===== config.mk =====
export PLATFORM = sky130hd
export DESIGN_NAME = vector_distance_accumulator
export DESIGN_NICKNAME = d
export VERILOG_FILES = /design/src/rtl/vda_pkg.sv /design/src/rtl/vda_front.sv /design/src/rtl/vda_queue.sv /design/src/rtl/vda_back.sv /design/src/rtl/vector_distance_accumulator.sv
export SDC_FILE = /design/constraint.sdc
export NUM_CORES = 2
export LEC_CHECK = 0
export BUFFER_PORTS_ARGS = -buffer_cell sky130_fd_sc_hd__buf_4
export CAP_MARGIN = 20
export CORE_AREA = 8 8 238 240
export DETAILED_ROUTE_END_ITERATION = 16
export DIE_AREA = 0 0 246 248
export PLACE_DENSITY = 0.82
export SLEW_MARGIN = 40
export SYNTH_ARGS = -nofsm -noshare
export SYNTH_HDL_FRONTEND = slang
export SYNTH_HIERARCHICAL = 1
export SYNTH_SLANG_ARGS = --single-unit

===== constraint.sdc =====
create_clock -name aclk -period 8.7 [get_ports aclk]
set_input_delay 0.87 -clock aclk [delete_from_list [all_inputs] [get_ports aclk]]
set_output_delay 0.87 -clock aclk [all_outputs]
set_load 0.1 [all_outputs]

===== src/rtl/vda_pkg.sv =====
// Shared types, sizes, register codes and the scale table for the vector distance accumulator.
// Has no dependencies. Every other file in rtl/ refers to it by scoped names.
`timescale 1ns / 1ps
`default_nettype none

package vda_pkg;

    // Sizing
    localparam int MAX_DIM      = 4096;
    localparam int ELEM_W       = 16;
    localparam int OP_W         = 17;                    // decoded element or difference
    localparam int PROD_W       = 2 * OP_W;              // full signed product
    localparam int ACC_W        = 48;
    localparam int ELEM_COUNT_W = 13;
    localparam int PC_W         = $clog2(MAX_DIM + 1);   // internal pair counter
    localparam int ETYPE_W      = 2;
    localparam int CFG_IDX_W    = 1;
    localparam int CFG_DATA_W   = 2;
    localparam int Q_DEPTH      = 4;
    localparam int Q_PTR_W      = $clog2(Q_DEPTH);
    localparam int Q_CNT_W      = $clog2(Q_DEPTH + 1);

    // Element type codes. The fourth code is decoded as signed 16-bit.
    localparam logic [ETYPE_W-1:0] ETYPE_U8  = 2'd0;
    localparam logic [ETYPE_W-1:0] ETYPE_S8  = 2'd1;
    localparam logic [ETYPE_W-1:0] ETYPE_S16 = 2'd2;

    // Metric codes
    localparam logic METRIC_L2  = 1'b0;
    localparam logic METRIC_COS = 1'b1;

    // Register indexes
    localparam logic [CFG_IDX_W-1:0] REG_ELEMENT_TYPE = 1'b0;
    localparam logic [CFG_IDX_W-1:0] REG_METRIC       = 1'b1;

    typedef struct packed {
        logic [ELEM_W-1:0] x_elem;
        logic [ELEM_W-1:0] y_elem;
        logic              last;
    } vda_in_t;

    typedef struct packed {
        logic signed [ACC_W-1:0]  distance;
        logic [ELEM_COUNT_W-1:0]  element_count;
        logic                     too_long;
    } vda_out_t;

    // One classified word waiting in the queue: multiplier operands plus the
    // settings that were live when it was accepted.
    typedef struct packed {
        logic signed [OP_W-1:0] op_a;
        logic signed [OP_W-1:0] op_b;
        logic                   metric;
        logic [ETYPE_W-1:0]     etype;
        logic                   last;
    } vda_work_t;

    typedef struct packed {
        logic empty;
        logic full;
    } vda_q_stat_t;

    function automatic logic [ACC_W-1:0] scale_of(input logic [ETYPE_W-1:0] et);
        logic [ACC_W-1:0] s;
        unique case (et)
            ETYPE_U8: s = ACC_W'(255 * 255);
            ETYPE_S8: s = ACC_W'(127 * 127);
            default:  s = ACC_W'(64'd32767 * 64'd32767);
        endcase
        return s;
    endfunction

endpackage

`default_nettype wire


===== src/rtl/vda_front.sv =====
// Front end: decodes raw element bits under the live element type and forms multiplier operands.
// Depends on vda_pkg.
`timescale 1ns / 1ps
`default_nettype none

module vda_front (
    input  wire vda_pkg::vda_in_t                 in_word,
    input  wire logic [vda_pkg::ETYPE_W-1:0]      etype,
    input  wire logic                             metric,
    output vda_pkg::vda_work_t                    work
);

    function automatic logic signed [vda_pkg::OP_W-1:0] decode_elem(
        input logic [vda_pkg::ELEM_W-1:0] raw,
        input logic [vda_pkg::ETYPE_W-1:0] et
    );
        logic signed [vda_pkg::OP_W-1:0] v;
        unique case (et)
            vda_pkg::ETYPE_U8: v = {{(vda_pkg::OP_W-8){1'b0}}, raw[7:0]};
            vda_pkg::ETYPE_S8: v = {{(vda_pkg::OP_W-8){raw[7]}}, raw[7:0]};
            default:           v = {{(vda_pkg::OP_W-16){raw[15]}}, raw[15:0]};
        endcase
        return v;
    endfunction

    logic signed [vda_pkg::OP_W-1:0] x_val;
    logic signed [vda_pkg::OP_W-1:0] y_val;
    logic signed [vda_pkg::OP_W-1:0] diff;

    // The difference of two 16-bit signed values always fits in 17 bits.
    always_comb begin
        x_val = decode_elem(in_word.x_elem, etype);
        y_val = decode_elem(in_word.y_elem, etype);
        diff  = x_val - y_val;
        if (metric == vda_pkg::METRIC_COS) begin
            work.op_a = x_val;
            work.op_b = y_val;
        end else begin
            work.op_a = diff;
            work.op_b = diff;
        end
        work.metric = metric;
        work.etype  = etype;
        work.last   = in_word.last;
    end

endmodule

`default_nettype wire


===== src/rtl/vda_queue.sv =====
// Small circular queue of classified words between the front end and the back end.
// Depends on vda_pkg.
`timescale 1ns / 1ps
`default_nettype none

module vda_queue (
    input  wire logic                  aclk,
    input  wire logic                  aresetn,
    input  wire logic                  push,
    input  wire vda_pkg::vda_work_t    wr_word,
    input  wire logic                  pop,
    output vda_pkg::vda_work_t         rd_word,
    output vda_pkg::vda_q_stat_t       stat
);

    vda_pkg::vda_work_t            mem_reg [vda_pkg::Q_DEPTH];
    logic [vda_pkg::Q_PTR_W-1:0]   wr_ptr_reg, wr_ptr_next;
    logic [vda_pkg::Q_PTR_W-1:0]   rd_ptr_reg, rd_ptr_next;
    logic [vda_pkg::Q_CNT_W-1:0]   cnt_reg, cnt_next;

    always_comb begin
        wr_ptr_next = push ? wr_ptr_reg + 1'b1 : wr_ptr_reg;
        rd_ptr_next = pop  ? rd_ptr_reg + 1'b1 : rd_ptr_reg;
        cnt_next    = cnt_reg;
        if (push && !pop) begin
            cnt_next = cnt_reg + 1'b1;
        end else if (pop && !push) begin
            cnt_next = cnt_reg - 1'b1;
        end
    end

    always_ff @(posedge aclk) begin
        if (!aresetn) begin
            wr_ptr_reg <= '0;
            rd_ptr_reg <= '0;
            cnt_reg    <= '0;
        end else begin
            wr_ptr_reg <= wr_ptr_next;
            rd_ptr_reg <= rd_ptr_next;
            cnt_reg    <= cnt_next;
        end
    end

    always_ff @(posedge aclk) begin
        if (push) begin
            mem_reg[wr_ptr_reg] <= wr_word;
        end
    end

    assign rd_word    = mem_reg[rd_ptr_reg];
    assign stat.empty = (cnt_reg == '0);
    assign stat.full  = (cnt_reg == vda_pkg::Q_CNT_W'(vda_pkg::Q_DEPTH));

endmodule

`default_nettype wire


===== src/rtl/vda_back.sv =====
// Back end: registered multiply, accumulate with pair counting, and the result output register.
// Depends on vda_pkg.
`timescale 1ns / 1ps
`default_nettype none

module vda_back (
    input  wire logic                  aclk,
    input  wire logic                  aresetn,
    input  wire vda_pkg::vda_work_t    head,
    input  wire vda_pkg::vda_q_stat_t  q_stat,
    output logic                       q_pop,
    output logic                       m_valid,
    input  wire logic                  m_ready,
    output vda_pkg::vda_out_t          m_data
);

    // Multiply stage
    logic                               mul_vld_reg;
    logic signed [vda_pkg::PROD_W-1:0]  term_reg;
    logic                               mul_last_reg;
    logic                               mul_metric_reg;
    logic [vda_pkg::ETYPE_W-1:0]        mul_etype_reg;

    // Accumulation state
    logic [vda_pkg::ACC_W-1:0]          acc_reg, acc_next;
    logic [vda_pkg::PC_W-1:0]           pc_reg, pc_next;
    logic                               ovl_reg, ovl_next;

    // Output register
    logic                               out_vld_reg;
    vda_pkg::vda_out_t                  out_reg;

    logic                               out_free;
    logic                               adv;
    logic                               mul_take;
    logic signed [vda_pkg::PROD_W-1:0]  prod;
    logic                               in_range;
    logic [vda_pkg::ACC_W-1:0]          addend;
    logic [vda_pkg::ACC_W-1:0]          acc_sum;
    logic [vda_pkg::PC_W-1:0]           pc_sum;
    logic                               ovl_sum;
    logic [vda_pkg::ACC_W-1:0]          dist_value;

    assign out_free = !out_vld_reg || m_ready;
    assign adv      = mul_vld_reg && (!mul_last_reg || out_free);
    assign mul_take = !mul_vld_reg || adv;
    assign q_pop    = !q_stat.empty && mul_take;
    assign prod     = head.op_a * head.op_b;

    always_comb begin
        in_range = (pc_reg < vda_pkg::PC_W'(vda_pkg::MAX_DIM));
        addend   = in_range
                 ? {{(vda_pkg::ACC_W-vda_pkg::PROD_W){term_reg[vda_pkg::PROD_W-1]}}, term_reg}
                 : '0;
        acc_sum  = acc_reg + addend;
        pc_sum   = in_range ? vda_pkg::PC_W'(pc_reg + 1'b1) : pc_reg;
        ovl_sum  = ovl_reg | !in_range;
        // In cosine mode the result is the scale minus the sum including this last term.
        if (mul_metric_reg == vda_pkg::METRIC_COS) begin
            dist_value = vda_pkg::scale_of(mul_etype_reg) - acc_reg - addend;
        end else begin
            dist_value = acc_sum;
        end

        acc_next = acc_reg;
        pc_next  = pc_reg;
        ovl_next = ovl_reg;
        if (adv) begin
            if (mul_last_reg) begin
                acc_next = '0;
                pc_next  = '0;
                ovl_next = 1'b0;
            end else begin
                acc_next = acc_sum;
                pc_next  = pc_sum;
                ovl_next = ovl_sum;
            end
        end
    end

    always_ff @(posedge aclk) begin
        if (!aresetn) begin
            mul_vld_reg <= 1'b0;
            acc_reg     <= '0;
            pc_reg      <= '0;
            ovl_reg     <= 1'b0;
            out_vld_reg <= 1'b0;
        end else begin
            if (mul_take) begin
                mul_vld_reg <= q_pop;
            end
            acc_reg <= acc_next;
            pc_reg  <= pc_next;
            ovl_reg <= ovl_next;
            if (adv && mul_last_reg) begin
                out_vld_reg <= 1'b1;
            end else if (m_ready) begin
                out_vld_reg <= 1'b0;
            end
        end
    end

    always_ff @(posedge aclk) begin
        if (q_pop) begin
            term_reg       <= prod;
            mul_last_reg   <= head.last;
            mul_metric_reg <= head.metric;
            mul_etype_reg  <= head.etype;
        end
        if (adv && mul_last_reg) begin
            out_reg.distance      <= dist_value;
            out_reg.element_count <= vda_pkg::ELEM_COUNT_W'(pc_sum);
            out_reg.too_long      <= ovl_sum;
        end
    end

    assign m_valid = out_vld_reg;
    assign m_data  = out_reg;

endmodule

`default_nettype wire


===== src/rtl/vector_distance_accumulator.sv =====
// Top level of the vector distance accumulator: configuration registers and the
// front end, queue and back end. Depends on vda_pkg, vda_front, vda_queue, vda_back.
`timescale 1ns / 1ps
`default_nettype none

// Channel   Ports                        Word
// --------  ---------------------------  -----------------------------------------
// input     s_valid, s_ready, s_data     x_elem, y_elem, last   (vda_in_t)
// result    m_valid, m_ready, m_data     distance, element_count, too_long (vda_out_t)
// config    cfg_we, cfg_index, cfg_wdata 0: element_type, 1: metric; write only
//
// One input word is accepted per cycle while the queue is not full. A word marked last
// produces its result on m_valid after the queue read, the registered 17 x 17
// multiplier ahead of the accumulator and the output register.
// Reset (aresetn low, synchronous) clears the queue, the accumulation state, the
// output valid flag and both configuration registers.
// A stalled result holds the back end only when the next word to retire is also
// marked last; the four-entry queue absorbs the rest, and s_ready drops when it fills.
module vector_distance_accumulator (
    input  wire logic                            aclk,
    input  wire logic                            aresetn,

    input  wire logic                            s_valid,
    output logic                                 s_ready,
    input  wire vda_pkg::vda_in_t                s_data,

    output logic                                 m_valid,
    input  wire logic                            m_ready,
    output vda_pkg::vda_out_t                    m_data,

    input  wire logic                            cfg_we,
    input  wire logic [vda_pkg::CFG_IDX_W-1:0]   cfg_index,
    input  wire logic [vda_pkg::CFG_DATA_W-1:0]  cfg_wdata
);

    // Configuration registers. Every word carries the values live when it is
    // accepted, so a write between vectors never touches words already queued.
    logic [vda_pkg::ETYPE_W-1:0]  etype_reg;
    logic                         metric_reg;

    always_ff @(posedge aclk) begin
        if (!aresetn) begin
            etype_reg  <= vda_pkg::ETYPE_U8;
            metric_reg <= vda_pkg::METRIC_L2;
        end else if (cfg_we) begin
            unique case (cfg_index)
                vda_pkg::REG_ELEMENT_TYPE: etype_reg  <= cfg_wdata[vda_pkg::ETYPE_W-1:0];
                vda_pkg::REG_METRIC:       metric_reg <= cfg_wdata[0];
                default: ;
            endcase
        end
    end

    vda_pkg::vda_work_t    front_word;
    vda_pkg::vda_work_t    head_word;
    vda_pkg::vda_q_stat_t  q_stat;
    logic                  q_push;
    logic                  q_pop;

    // The front end decodes the word the moment it is accepted.
    vda_front u_front (
        .in_word (s_data),
        .etype   (etype_reg),
        .metric  (metric_reg),
        .work    (front_word)
    );

    assign s_ready = !q_stat.full;
    assign q_push  = s_valid && s_ready;

    vda_queue u_queue (
        .aclk    (aclk),
        .aresetn (aresetn),
        .push    (q_push),
        .wr_word (front_word),
        .pop     (q_pop),
        .rd_word (head_word),
        .stat    (q_stat)
    );

    // The back end multiplies, accumulates and presents the result word.
    vda_back u_back (
        .aclk    (aclk),
        .aresetn (aresetn),
        .head    (head_word),
        .q_stat  (q_stat),
        .q_pop   (q_pop),
        .m_valid (m_valid),
        .m_ready (m_ready),
        .m_data  (m_data)
    );

    // A result is never presented in the cycle right after reset.
    a_no_result_after_reset: assert property (@(posedge aclk)
        !aresetn |=> !m_valid)
        else $error("result valid right after reset");

    // A new result always follows a queue read, through the multiply register and the output register.
    a_result_follows_pop: assert property (@(posedge aclk) disable iff (!aresetn)
        $rose(m_valid) |-> $past(q_pop, 2))
        else $error("result appeared without a word leaving the queue");

    // An overlong vector always reports the count saturated at the limit.
    a_too_long_count: assert property (@(posedge aclk) disable iff (!aresetn)
        (m_valid && m_data.too_long)
            |-> (m_data.element_count == vda_pkg::ELEM_COUNT_W'(vda_pkg::MAX_DIM)))
        else $error("too_long set with an unsaturated element count");

    // The reported count never goes past the limit.
    a_count_bound: assert property (@(posedge aclk) disable iff (!aresetn)
        m_valid |-> (m_data.element_count <= vda_pkg::ELEM_COUNT_W'(vda_pkg::MAX_DIM)))
        else $error("element count beyond the maximum dimension");

endmodule

`default_nettype wire


==> results.py <==
metrics = {
    "drt": {
        "wl_mm": 75.29,
        "drc": 0,
        "drtPass1Iterations": 5,
        "drtAntennaViolNets": 0,
        "wire_per_inst_um": 19.66,
        "initialDrtViolationCount": 1422,
        "vias_per_cell": 5.881,
        "vias": 22518,
    },
    "finish": {
        "drive_above_1_share_pct": 8.618,
        "syn2layout_area_growth_pct": 8.544,
        "diodes": 0,
        "fillers": 4124,
        "largest_register_ffs": 152,
        "nets": 3711,
        "finalInstanceArea_um2": 33920,
    },
    "clocking": {
        "clk_path_buf_depth": 3,
        "post_cts_resize_count": 0,
        "cts_htree_levels": 2,
        "cts.clk_slew.worst_paths_ns": 0.06,
        "hold_buffers": 0,
        "cts_made_buffers": 38,
        "clk_latency_ns": 0.57,
        "cts_setup_buffers": 0,
        "clock-sinks": 328,
        "tritoncts": "built",
        "cts_root_buffer": "clkbuf_16",
    },
    "die": {
        "start_util_pct": 58.88,
        "die_h_um": 248,
        "core-area_um2": 53070,
        "dieWidth_um": 246,
        "io_pins": 105,
        "rows": 85,
        "dieArea_um2": 61010,
    },
    "hold_path": {
        "holdPathStages": 2,
        "holdCritStartpoint": "u_back/acc_reg[0]$_SDFFE_PN0P_",
        "holdPathEnd": "u_back/acc_reg[0]$_SDFFE_PN0P_",
        "min_path_type": "reg -> reg",
    },
    "critical_path": {
        "crit_top_cell": "fa_1",
        "crit_slowest_cell": "mux4_2",
        "max_stage_delay_ns": 0.76,
        "crit_type": "reg -> reg",
        "crit_buf_inv": 3,
        "cp_top_family": "adder cells",
        "reg2reg_slack_ns": 0.73,
        "crit_arrival_ns": 8.29,
        "end_kind": "flop",
        "start_kind": "flop",
        "crit_fanout": 24,
        "reg2reg_to": "u_back/term_reg[31]$_DFFE_PP_",
        "crit_chain": "buf_4 > mux4_2 > and2_1 > fa_1 > inv_1 > fa_1 > fa_1 > fa_1 > inv_1 > fa_1 > fa_1 > ha_1 > a21oi_1 > o21ai_0 > a21oi_1 > o21ai_0 > a31oi_1 > o31ai_1 > o41ai_1 > o21ai_0 > xor2_1",
        "reg2reg_depth": 21,
        "cp_data_required_time_ns": 9.02,
    },
    "global_routing": {
        "grt.busiest_layer": "met2",
        "grt.overflow.total": 0,
        "use_met1_pct": 29.65,
        "antenna_found_initial": 1,
        "grtUsageMet2_pct": 44.69,
        "grt_use_total_pct": 24.71,
        "grt_pass1_wl_mm": 121.6,
        "grt_pass1_vias": 23968,
        "grt_use_met3_pct": 3.529,
        "grt_max_degree": 71,
    },
    "run_status": {
        "status": "finished clean",
    },
    "logic_synthesis": {
        "synthDistinctLibCells": 97,
        "syn_avg_cell_area_um2": 10.20,
        "synth_area_leader_cell": "edfxtp_1",
        "post-synth-top-count-cell": "inv_1",
        "synth-edff-count": 252,
        "ys.flop_type": "edfxtp_1",
        "yosysSeqAreaShare_pct": 29.08,
        "ys_ff_latch": 328,
        "synth_common_cells": "inv_1 (440), fa_1 (322), nand2_1 (260)",
        "yosysWarnings": 6,
        "netlist_area_um2": 31250,
        "synth_area_leaders": "edfxtp_1 (24%), fa_1 (21%), ha_1 (9.8%)",
        "synth-async-reset-ratio_pct": 0,
        "synth_top_area_share_pct": 24.22,
        "synth.net_count": 3673,
        "synth_cells": 3065,
    },
    "sta": {
        "fmax_mhz": 125.5,
        "worst_pin_slew_ns": 0.9076,
        "hold_viol": 0,
        "slew_headroom_pct": 39.49,
        "finalCritPeriodShare_pct": 91.62,
        "fin_crit_ns": 7.971,
        "setup_viol": 0,
        "fin_skew_ns": 0.02404,
        "rsz0062_at_grt": "no",
        "finalMaxSlewViolations": 0,
        "fin_setup_tns_ns": 0,
    },
    "placement": {
        "gp_congestion": 0.9335,
        "hpwlAfterDp_mm": 57.89,
        "dpl_cell_area_um2": 32520,
        "portBuffers": 104,
    },
    "run": {
        "maxCapViolations": 0,
    },
}
==> metrics by stage <==
step                      std cells  setup WS, ns  utilization, %  hold WS, ns
after floorplan                3065         1.822               -       0.4293
after global placement         3759         1.030           61.27       0.4453
after detailed placement       3759        0.8266           61.28       0.4609
after CTS                      3829        0.7892           63.89       0.4752
after global routing           3829        0.4281           63.92       0.4745
final                          3829        0.7293           63.92       0.4707
==> final cells by class <==
cell class / instances / area [µm²] / area share, %
timing repair buffer: 123 / 927.1 / 2.733
multi-input combinational: 2171 / 19990 / 58.94
clock inverter: 24 / 351.6 / 1.037
tap: 696 / 870.8 / 2.567
clock buffer: 46 / 1032 / 3.043
sequential: 328 / 9091 / 26.80
inverter: 441 / 1655 / 4.880
==> layout by cell type, fill, tap and decap left out, types with 19 or more instances in the layout <==
cell type  instances
xnor2_1           80
dfxtp_1           74
ha_1             245
nor2_1           122
fa_1             322
a21oi_1          127
nor3_1            29
nand3_1           42
buf_4            122
mux4_2            38
nor2b_1           46
xor2_1            51
a21o_1            93
edfxtp_1         252
o211ai_1          22
clkbuf_16         39
nand2_1          259
inv_1            439
a31oi_1           24
a211oi_1          19
a22oi_1           21
o21ai_0          106
o21bai_1          19
and2_1           179
nand2b_1          55
o21a_1            29
nand4_1           31
==> cells by family (layout without fill, tap and decap cells) <==
| group | Yosys count | count (layout) | synth area share, % |
|---|---|---|---|
| AND/OR/NAND/NOR | 831 | 831 | 13.58 |
| AO/OA/AOI/OAI | 578 | 578 | 12.54 |
| adder cells (fa/ha/maj) | 567 | 567 | 30.44 |
| buffers and inverters | 566 | 634 | 7.063 |
| flip-flops | 328 | 328 | 29.08 |
| XOR/XNOR | 131 | 131 | 3.672 |
| multiplexers | 64 | 64 | 3.627 |
==> metal layers <==
| layer | part of all wire [%] | routed length, µm |
|---|---|---|
| met5 | 0 | 0 |
| met3 | 5.7 | 4296 |
| met2 | 51 | 38450 |
| met4 | 3.3 | 2498 |
| met1 | 40 | 30040 |
==> how the worst max path moves through the flow <==
stage | depth (start not counted) | endpoint | slack (ns)
after floorplan | 23 | u_back/term_reg[31]$_DFFE_PP_ | 1.82
after global placement | 21 | u_back/term_reg[31]$_DFFE_PP_ | 1.03
after detailed placement | 21 | u_back/term_reg[31]$_DFFE_PP_ | 0.83
after CTS | 21 | u_back/term_reg[31]$_DFFE_PP_ | 0.79
after global routing | 21 | u_back/term_reg[31]$_DFFE_PP_ | 0.43
final | 21 | u_back/term_reg[31]$_DFFE_PP_ | 0.73
==> tightest hold or removal path, stage by stage (launching register included) <==
cell,delay (ns)
dfxtp_1,0.31
nand2_1,0.05
a21boi_0,0.06
Power is not shown: default switching activity piles up to over one toggle a cycle in this logic, so the estimate is an artifact.
